$ cat src/rtl/core/ppd_pkg.sv
package ppd_pkg;

  // Detector phase codes, as reported on the result channel
  localparam logic [1:0] PH_IDLE = 2'd0;
  localparam logic [1:0] PH_RISE = 2'd1;
  localparam logic [1:0] PH_FALL = 2'd2;

  // Configuration register indexes
  localparam logic CFG_THR = 1'b0;
  localparam logic CFG_GAP = 1'b1;

  // Field widths
  localparam int SAMPLE_W = 16;
  localparam int TIME_W   = 32;
  localparam int THR_W    = 15;
  localparam int GAP_W    = 16;
  localparam int RATE_W   = 11;
  localparam int COUNT_W  = 16;
  localparam int CFG_W    = 16;

  // Rate = RATE_NUM / interval when the interval exceeds RATE_MIN_IVL ms
  localparam int RATE_NUM_W = 20;
  localparam logic [RATE_NUM_W-1:0] RATE_NUM = 20'd600000;
  localparam logic [TIME_W-1:0] RATE_MIN_IVL = 32'd300;

  // Reset values of the configuration registers
  localparam logic [THR_W-1:0] THR_RESET = 15'd80;
  localparam logic [GAP_W-1:0] GAP_RESET = 16'd400;

  // Sequencer states, one-hot
  typedef enum logic [4:0] {
    ST_IDLE   = 5'b00001,
    ST_SCAN   = 5'b00010,
    ST_DECIDE = 5'b00100,
    ST_DIV    = 5'b01000,
    ST_FIN    = 5'b10000
  } state_t;

endpackage

$ cat src/rtl/core/ppd_rate_div.sv
// Restoring divider: quotient = RATE_NUM / divisor, one quotient bit a cycle.
module ppd_rate_div (
  input  logic                             clk,
  input  logic                             rst_n,
  input  logic                             start,
  input  logic [ppd_pkg::TIME_W-1:0]       divisor,
  output logic                             done,
  output logic [ppd_pkg::RATE_W-1:0]       quotient
);

  localparam int NW = ppd_pkg::RATE_NUM_W;
  localparam int CW = $clog2(NW + 1);

  logic [ppd_pkg::TIME_W-1:0] den_r;
  logic [ppd_pkg::TIME_W-1:0] rem_r;
  logic [NW-1:0]              num_r;
  logic [NW-1:0]              quo_r;
  logic [CW-1:0]              cnt_r;
  logic                       busy_r;
  logic                       done_r;

  logic [ppd_pkg::TIME_W:0]   rem_sh;
  logic [ppd_pkg::TIME_W:0]   rem_sub;
  logic                       q_bit;

  // One restoring step: shift in the next dividend bit, try a subtract
  always_comb begin
    rem_sh  = {rem_r, num_r[NW-1]};
    rem_sub = rem_sh - {1'b0, den_r};
    q_bit   = (rem_sh >= {1'b0, den_r});
  end

  // Control
  always_ff @(posedge clk) begin
    if (!rst_n) begin
      busy_r <= 1'b0;
      done_r <= 1'b0;
      cnt_r  <= '0;
    end else begin
      done_r <= 1'b0;
      if (start) begin
        busy_r <= 1'b1;
        cnt_r  <= CW'(NW);
      end else if (busy_r) begin
        cnt_r <= cnt_r - 1'b1;
        if (cnt_r == CW'(1)) begin
          busy_r <= 1'b0;
          done_r <= 1'b1;
        end
      end
    end
  end

  // Datapath
  always_ff @(posedge clk) begin
    if (start) begin
      den_r <= divisor;
      rem_r <= '0;
      num_r <= ppd_pkg::RATE_NUM;
      quo_r <= '0;
    end else if (busy_r) begin
      rem_r <= q_bit ? rem_sub[ppd_pkg::TIME_W-1:0] : rem_sh[ppd_pkg::TIME_W-1:0];
      num_r <= {num_r[NW-2:0], 1'b0};
      quo_r <= {quo_r[NW-2:0], q_bit};
    end
  end

  assign done     = done_r;
  assign quotient = quo_r[ppd_pkg::RATE_W-1:0];

endmodule

$ cat src/rtl/core/pressure_pulse_detector_core.sv
// Channel   Direction  Handshake           Payload
// in_       input      in_valid/in_stall   pressure_sample, sample_time_ms
// out_      output     out_valid/out_stall systolic, diastolic, rate, total, flags
// cfg_      input      cfg_we              cfg_index, cfg_wdata
//
// One request at a time; the output register loads in FIN. An accepted request
// goes straight to FIN while the window fills, else through SCAN (one read per
// entry) and DECIDE, plus DIV when an accepted peak updates the rate (bit-serial divide).
// Sync active-low reset clears control and counts; the window is not cleared,
// being read only after every entry is written. in_stall is high while a
// request is in work; a result held by out_stall delays only the next result.
module pressure_pulse_detector_core #(
  parameter int WINDOW = 32
) (
  input  logic                              clk,
  input  logic                              rst_n,
  // input channel
  input  logic                              in_valid,
  output logic                              in_stall,
  input  logic signed [ppd_pkg::SAMPLE_W-1:0] in_pressure_sample,
  input  logic [ppd_pkg::TIME_W-1:0]        in_sample_time_ms,
  // result channel
  output logic                              out_valid,
  input  logic                              out_stall,
  output logic signed [ppd_pkg::SAMPLE_W-1:0] out_systolic_value,
  output logic signed [ppd_pkg::SAMPLE_W-1:0] out_diastolic_value,
  output logic [ppd_pkg::RATE_W-1:0]        out_rate_tenths_bpm,
  output logic [ppd_pkg::COUNT_W-1:0]       out_pulse_total,
  output logic                              out_new_reading,
  output logic [1:0]                        out_detector_phase,
  // configuration
  input  logic                              cfg_we,
  input  logic                              cfg_index,
  input  logic [ppd_pkg::CFG_W-1:0]         cfg_wdata
);

  localparam int SW = ppd_pkg::SAMPLE_W;
  localparam int AW = (WINDOW > 1) ? $clog2(WINDOW) : 1;
  localparam int FW = $clog2(WINDOW + 1);
  localparam int SUMW = SW + 1 + AW;
  localparam int MW = SUMW + 2;
  localparam logic signed [MW-1:0] WIN_S = MW'(WINDOW);

  ppd_pkg::state_t state_r;

  // configuration registers
  logic [ppd_pkg::THR_W-1:0] thr_r;
  logic [ppd_pkg::GAP_W-1:0] gap_r;

  // window memory and its pointers
  logic signed [SW-1:0] win_mem [WINDOW];
  logic signed [SW-1:0] rd_data_r;
  logic [AW-1:0]        wp_r;
  logic [FW-1:0]        fill_r;
  logic [FW-1:0]        fill_nxt;
  logic [AW:0]          scan_cnt_r;
  logic                 rd_vld_r;
  logic                 rd_first_r;
  logic                 issue;
  logic                 in_acc;

  // latched request
  logic signed [SW-1:0]      x_r;
  logic [ppd_pkg::TIME_W-1:0] now_r;

  // window statistics
  logic signed [SW-1:0]   max_r;
  logic signed [SW-1:0]   min_r;
  logic signed [SUMW-1:0] sum_r;

  // detector state
  logic [1:0]                 phase_r;
  logic signed [SW-1:0]       peak_r;
  logic signed [SW-1:0]       valley_r;
  logic [ppd_pkg::TIME_W-1:0] peak_time_r;
  logic [ppd_pkg::TIME_W-1:0] valley_time_r;
  logic [ppd_pkg::RATE_W-1:0] rate_r;
  logic [ppd_pkg::COUNT_W-1:0] pulse_r;
  logic                       fresh_r;

  // decision terms
  logic signed [SW+2:0]       thr_s;
  logic signed [SW+2:0]       x_e;
  logic signed [SW+2:0]       max_e;
  logic signed [SW+2:0]       min_e;
  logic                       fall_hit;
  logic                       rise_hit;
  logic                       mean_hit;
  logic                       gap_ok;
  logic [ppd_pkg::TIME_W-1:0] ivl;
  logic                       rate_upd;
  logic signed [MW-1:0]       lhs;
  logic signed [MW-1:0]       rhs;

  logic                       div_start;
  logic                       div_done;
  logic [ppd_pkg::RATE_W-1:0] div_q;
  logic                       out_load;

  assign in_stall = (state_r != ppd_pkg::ST_IDLE);
  assign in_acc   = in_valid && !in_stall;
  assign fill_nxt = (fill_r < FW'(WINDOW)) ? fill_r + 1'b1 : fill_r;
  assign issue    = (state_r == ppd_pkg::ST_SCAN) && (scan_cnt_r < (AW + 1)'(WINDOW));
  assign out_load = (state_r == ppd_pkg::ST_FIN) && (!out_valid || !out_stall);

  // configuration writes
  always_ff @(posedge clk) begin
    if (!rst_n) begin
      thr_r <= ppd_pkg::THR_RESET;
      gap_r <= ppd_pkg::GAP_RESET;
    end else if (cfg_we) begin
      unique case (cfg_index)
        ppd_pkg::CFG_THR: thr_r <= cfg_wdata[ppd_pkg::THR_W-1:0];
        ppd_pkg::CFG_GAP: gap_r <= cfg_wdata[ppd_pkg::GAP_W-1:0];
        default: ;
      endcase
    end
  end

  // window memory: write on accept, read during the scan
  always_ff @(posedge clk) begin
    if (in_acc) begin
      win_mem[wp_r] <= in_pressure_sample;
    end
    rd_data_r <= win_mem[scan_cnt_r[AW-1:0]];
  end

  // latch the request
  always_ff @(posedge clk) begin
    if (in_acc) begin
      x_r   <= in_pressure_sample;
      now_r <= in_sample_time_ms;
    end
  end

  // scan pipeline: max, min and sum over all entries
  always_ff @(posedge clk) begin
    if (!rst_n) begin
      rd_vld_r   <= 1'b0;
      rd_first_r <= 1'b0;
      scan_cnt_r <= '0;
    end else begin
      rd_vld_r   <= issue;
      rd_first_r <= issue && (scan_cnt_r == '0);
      if (in_acc) begin
        scan_cnt_r <= '0;
      end else if (issue) begin
        scan_cnt_r <= scan_cnt_r + 1'b1;
      end
    end
  end

  always_ff @(posedge clk) begin
    if (rd_vld_r) begin
      if (rd_first_r) begin
        max_r <= rd_data_r;
        min_r <= rd_data_r;
        sum_r <= SUMW'(rd_data_r);
      end else begin
        if (rd_data_r > max_r) max_r <= rd_data_r;
        if (rd_data_r < min_r) min_r <= rd_data_r;
        sum_r <= sum_r + SUMW'(rd_data_r);
      end
    end
  end

  // detection terms
  always_comb begin
    thr_s    = (SW + 3)'($signed({1'b0, thr_r}));
    x_e      = (SW + 3)'(x_r);
    max_e    = (SW + 3)'(max_r);
    min_e    = (SW + 3)'(min_r);
    fall_hit = x_e < (max_e - thr_s);
    rise_hit = x_e > (min_e + thr_s);
    lhs      = MW'(x_r) * WIN_S;
    rhs      = MW'(sum_r) + MW'($signed({1'b0, thr_r})) * WIN_S;
    mean_hit = lhs > rhs;
    gap_ok   = (now_r - peak_time_r) >= ppd_pkg::TIME_W'(gap_r);
    ivl      = now_r - valley_time_r;
    rate_upd = (phase_r == ppd_pkg::PH_RISE) && fall_hit && gap_ok &&
               (ivl > ppd_pkg::RATE_MIN_IVL);
  end

  assign div_start = (state_r == ppd_pkg::ST_DECIDE) && rate_upd;

  ppd_rate_div u_div (
    .clk      (clk),
    .rst_n    (rst_n),
    .start    (div_start),
    .divisor  (ivl),
    .done     (div_done),
    .quotient (div_q)
  );

  // sequencer and detector state
  always_ff @(posedge clk) begin
    if (!rst_n) begin
      state_r       <= ppd_pkg::ST_IDLE;
      wp_r          <= '0;
      fill_r        <= '0;
      phase_r       <= ppd_pkg::PH_IDLE;
      peak_r        <= '0;
      valley_r      <= '0;
      peak_time_r   <= '0;
      valley_time_r <= '0;
      rate_r        <= '0;
      pulse_r       <= '0;
      fresh_r       <= 1'b0;
    end else begin
      unique case (state_r)
        ppd_pkg::ST_IDLE: begin
          if (in_acc) begin
            wp_r    <= (wp_r == AW'(WINDOW - 1)) ? '0 : wp_r + 1'b1;
            fill_r  <= fill_nxt;
            fresh_r <= 1'b0;
            state_r <= (fill_nxt == FW'(WINDOW)) ? ppd_pkg::ST_SCAN : ppd_pkg::ST_FIN;
          end
        end
        ppd_pkg::ST_SCAN: begin
          if (!issue && !rd_vld_r) begin
            state_r <= ppd_pkg::ST_DECIDE;
          end
        end
        ppd_pkg::ST_DECIDE: begin
          state_r <= rate_upd ? ppd_pkg::ST_DIV : ppd_pkg::ST_FIN;
          unique case (phase_r)
            ppd_pkg::PH_RISE: begin
              if (fall_hit) begin
                if (gap_ok) begin
                  peak_r      <= max_r;
                  peak_time_r <= now_r;
                  pulse_r     <= pulse_r + 1'b1;
                end
                phase_r <= ppd_pkg::PH_FALL;
              end
            end
            ppd_pkg::PH_FALL: begin
              if (rise_hit) begin
                valley_r      <= min_r;
                valley_time_r <= now_r;
                phase_r       <= ppd_pkg::PH_RISE;
                fresh_r       <= 1'b1;
              end
            end
            default: begin
              // idle, and the unused code treated as idle
              if (mean_hit) begin
                phase_r       <= ppd_pkg::PH_RISE;
                valley_r      <= min_r;
                valley_time_r <= now_r;
              end
            end
          endcase
        end
        ppd_pkg::ST_DIV: begin
          if (div_done) begin
            rate_r  <= div_q;
            state_r <= ppd_pkg::ST_FIN;
          end
        end
        ppd_pkg::ST_FIN: begin
          if (out_load) begin
            state_r <= ppd_pkg::ST_IDLE;
          end
        end
        default: state_r <= ppd_pkg::ST_IDLE;
      endcase
    end
  end

  // output register
  always_ff @(posedge clk) begin
    if (!rst_n) begin
      out_valid <= 1'b0;
    end else if (out_load) begin
      out_valid <= 1'b1;
    end else if (!out_stall) begin
      out_valid <= 1'b0;
    end
  end

  always_ff @(posedge clk) begin
    if (out_load) begin
      out_systolic_value  <= peak_r;
      out_diastolic_value <= valley_r;
      out_rate_tenths_bpm <= rate_r;
      out_pulse_total     <= pulse_r;
      out_new_reading     <= fresh_r;
      out_detector_phase  <= phase_r;
    end
  end

endmodule
$ cat config.mk
export PLATFORM = sky130hd
export DESIGN_NAME = pressure_pulse_detector_core
export DESIGN_NICKNAME = d
export VERILOG_FILES = /design/src/rtl/core/ppd_pkg.sv /design/src/rtl/core/ppd_rate_div.sv /design/src/rtl/core/pressure_pulse_detector_core.sv
export SDC_FILE = /design/constraint.sdc
export NUM_CORES = 2
export LEC_CHECK = 0
export ABC_AREA = 1
export BUFFER_PORTS_ARGS = -buffer_cell sky130_fd_sc_hd__buf_2
export CAP_MARGIN = 30
export CORE_ASPECT_RATIO = 0.8
export CORE_UTILIZATION = 23
export CTS_BUF_LIST = sky130_fd_sc_hd__clkbuf_4 sky130_fd_sc_hd__clkbuf_8
export CTS_CLUSTER_DIAMETER = 100
export CTS_CLUSTER_SIZE = 14
export DETAILED_ROUTE_END_ITERATION = 8
export GPL_TIMING_DRIVEN = 0
export PLACE_DENSITY_LB_ADDON = 0.12
export SETUP_SLACK_MARGIN = 0.15
export SYNTH_ARGS = -nofsm -noshare
export SYNTH_HDL_FRONTEND = slang
export SYNTH_HIERARCHICAL = 1
export SYNTH_SLANG_ARGS = --single-unit
$ cat constraint.sdc
create_clock -name clk -period 16.77 [get_ports clk]
set_input_delay 4.1925 -clock clk [delete_from_list [all_inputs] [get_ports clk]]
set_output_delay 4.1925 -clock clk [all_outputs]
set_load 0.005 [all_outputs]
==> metrics.md <==
| Metric | Value |
|---|---|
| Critical Path End Type | `flop` |
| Static leakage | `22.2 nW` |
| Global-route wire length before repair | `259,000 µm` |
| H-tree lvl count | `3` |
| Setup slack of the most critical reg-to-reg path | `~10 ns` |
| Worst Path Required | `17.26 ns` |
| Skew-Pair Late Insertion Delay | `0.82 ns` |
| Drt initial violations | `~3,200` |
| DRC | `0` |
| Final setup violation count | `0` |
| WHS | `slightly below 0.4 ns` |
| Final routed wire length divided by cell count | `21.3 µm` |
| Post-Route WL | `about 180,000 µm` |
| Hold Crit Start | `peak_r[14]` |
| Sequential fraction of the synthesis area | `54.6%` |
| #FFs+latches synth | `970` |
| Clock transition at the register clock pins on the worst setup and hold paths after CTS | `0.09 ns` |
| Pin count of the biggest net entering global routing | `34` |
| Buffer and inverter count on the worst path | `6` |
| Chip height | `413 µm` |
| Clock tree from TritonCTS | `done` |
| Slew Limit Fails | `0` |
| Timing-limited maximum frequency | `152 MHz` |
| Type of the most critical hold path | `flop to flop` |
| Sum of net half-perimeters after detailed placement | `138,000 µm` |
| Core Box Area | `209,000 µm²` |
| Final setup slack of the worst path | `about 10 ns` |
| Syn avg cell area | `around 9.0 µm²` |
| CP most frequent cell | `sky130_fd_sc_hd__buf_6` |
| Sequential cell area | `26,500 µm²` |
| YS warnings | `6` |
| Number of global-route vias before repair | `~36,000` |
| Setup CP Type | `input port to flop` |
| Worst hold endpoint | `out_systolic_value[14]` |
| Layout Nets | `5,985` |
| Post-CTS Hold Buffers | `0` |
| Count of placed standard cells in the final layout, fillers left out | `8,512` |
| Reg-to-reg critical path startpoint | `thr_r[1]` |
| Count of fill cells added during filler insertion | `22,700` |
| Area taken by multi-input logic gates | `18,900 µm²` |
| Number of different library cells in the post-synthesis netlist | `57` |
| Critical path data arrival time | `7.08 ns` |
| Family with the most delay on the worst path | `simple AND/OR/NAND/NOR gates` |
| Worst-case vdd ir drop | `0.0631 mV` |
| X dimension of the die | `516 µm` |
| Cells on worst reg2reg path | `27` |
| Shortest period the worst path allows | `6.59 ns` |
| Flip-flop cell with the highest count after synthesis | `sky130_fd_sc_hd__edfxtp_1` |
| RSZ-0062 raised after global routing | `false` |
| Cell with the biggest individual delay on the critical path | `sky130_fd_sc_hd__nor3_2` |
| FP Rows | `150` |
| Portion of the clock cycle consumed by the worst path in the final layout | `about two fifths` |
| Number of port buffers | `133` |
| Summed negative setup slack over all endpoints | `0 ns` |
| Maximum buffer depth of the clock tree | `3` |
| Kind of launch point of the worst setup path | `input port` |
| Number of iterations in the first detailed-routing pass | `6` |
| CTS-repair resized insts | `0` |
| Largest clock skew in the final design | `0.0650 ns` |
| Share of the core filled with cells | `26.5%` |
| Count of mapped cells out of synthesis | `5,370` |
| DIE AREA | `213,000 µm²` |
| R2r endpoint | `valley_time_r[26]` |
| Num CTS Buffers | `81` |
| Syn Nets | `5,716` |
| Worst Hold Path Cells | `0` |
| Crit-path max cell delay | `between 0.6 and 0.7 ns` |
| # Max-Cap Violations | `0` |
| All-layer global routing usage | `16.7%` |
| Final antenna-violating net count | `0` |
| Clock net sink count | `970` |
| Via density per instance | `approximately 4.5` |
| Area growth, synth to finish | `14.1%` |
| Vias after detailed routing | `about 38,000` |
| Number of buffers added for setup after CTS | `0` |
| Ratio of total power to cell area | `116 nW/µm²` |
| EDFF count, synth | `708` |
| Post-synthesis cell area | `48,600 µm²` |
| Total instance count after detailed placement | `between 8,000 and 9,000` |
| Cell breakdown of the critical path | `buf_2, nand2_1, nor2_1, a21oi_1, nand3_1, nor2_4, buf_12, inv_2, clkbuf_1, nor3_2, buf_6, buf_6` |
| Critical-path maximum fanout | `25` |
| Total congestion overflow | `0` |
| Final hold violations | `0` |
| Root cell of the clock tree | `sky130_fd_sc_hd__clkbuf_8` |
| Share of layout cells above drive strength 1 | `under 10%` |
| Placer congestion estimate | `0.853` |
| Share of synthesized flip-flops with an asynchronous set or reset | `0%` |
| I/O Pins | `134` |
| Post-Place Worst Slack | `~9.4 ns` |
| Antenna violations before repair | `16` |
| Effective utilization at floorplan | `23.2%` |
| Tightest slew margin relative to the limit | `29.9%` |
| Transition time at the pin with the least slew margin | `~1.1 ns` |
| Run status | `finished, final reports clean` |
==> power breakdown <==
group | switching (mW) | internal [mW] | total, mW
combinational | 1.31 | 0.646 | 1.95
clock | 0.887 | 0.591 | 1.48
sequential | 0.222 | 2.80 | 3.02
==> area by class of cell <==
cell class | count | area share (%)
flip-flops and latches | 970 | 47.8
multi-input cells | 3546 | 34.1
well taps | 2812 | 6.35
inverters | 674 | 4.57
repair buffers | 186 | 2.83
clock buffers | 123 | 2.61
plain buffers | 180 | 1.34
clock inverters | 12 | 0.291
diodes | 9 | 0.0406
==> flip-flops by register name (all words and copies together) (netlist names), 22 cells and up <==
name           cells
now_r             32
peak_time_r       32
sum_r             22
u_div/den_r       32
u_div/rem_r       32
valley_time_r     32
win_mem          512
==> per-stage QoR <==
step / power, mW / cell area [µm²]
finish: 6.45 / 55400
global route: 6.88 / 55400
CTS: 6.53 / 55400
detailed placement: 5.03 / 53800
global placement: 4.99 / 52800
floorplan: 4.24 / 48600
==> cell families after synthesis <==
kind of cell | synth area share, %
adders and majority gates | 7.22
and+or+nand+nor | 18.0
DFF | 54.6
xor gates and xnor gates | 1.68
buffers and inverters | 6.74
AOI/OAI and AO/OA | 11.8
==> Yosys cell counts, drive strengths merged (28+ instances only) <==
master	number	share of area (%)
inv	670	5.2
ha	269	6.9
nand4	54	0.70
edfxtp	708	44
a21oi	299	3.1
xor2	69	1.2
nor2	722	5.7
nor3	49	0.54
dfxtp	262	11
o21ai	495	5.1
nand2	1058	8.3
clkbuf	152	1.2
o22ai	128	1.6
nand3	206	2.1
buf	28	0.34
==> layer usage <==
layer | wire length, µm | up-vias | GRT usage [%]
met2 | 79900 | 729 | 26.0
met3 | 7470 | 141 | 2.17
met4 | 3110 | 0 | 3.31
li1 | - | 18600 | -
met5 | 0 | - | 0
met1 | 90600 | 18600 | 24.6
==> worst max-delay path by stage <==
stage / from / endpoint / slack, ns / depth (start not counted)
CTS: thr_r[1] / valley_time_r[26] / 10.20 / 27
floorplan: out_stall / win_mem[23][0] / 8.53 / 11
global placement: out_stall / win_mem[7][8] / 4.87 / 12
finish: out_stall / win_mem[15][9] / 10.18 / 12
global route: thr_r[1] / valley_time_r[26] / 9.61 / 27
detailed placement: out_stall / win_mem[15][6] / 9.37 / 12
==> placed cells by master (no fill, tap or decap), types with 69 or more instances in the layout <==
cell type / synthesis / routed
sky130_fd_sc_hd__nand3_1: 204 / 204
sky130_fd_sc_hd__nand2_1: 1040 / 1040
sky130_fd_sc_hd__a21oi_1: 299 / 297
sky130_fd_sc_hd__inv_1: 654 / 654
sky130_fd_sc_hd__nor2_1: 706 / 677
sky130_fd_sc_hd__o22ai_1: 128 / 128
sky130_fd_sc_hd__dfxtp_1: 262 / 262
sky130_fd_sc_hd__edfxtp_1: 708 / 708
sky130_fd_sc_hd__buf_2: 13 / 146
sky130_fd_sc_hd__o21ai_0: 489 / 489
sky130_fd_sc_hd__ha_1: 269 / 269
sky130_fd_sc_hd__clkbuf_1: 150 / 149
sky130_fd_sc_hd__clkbuf_8: 0 / 84
sky130_fd_sc_hd__xor2_1: 69 / 69
==> worst register-to-register path, delay by kind of cell, from the launching register on <==
kind            cells  cell delay (ns)
simple gates       11             1.54
flops               1             0.57
buf+inv             5             1.42
fa+ha+maj           2             0.81
compound gates      8             1.97
xor+xnor            1             0.16
No activity file was read; power rests on OpenSTA's default activity.
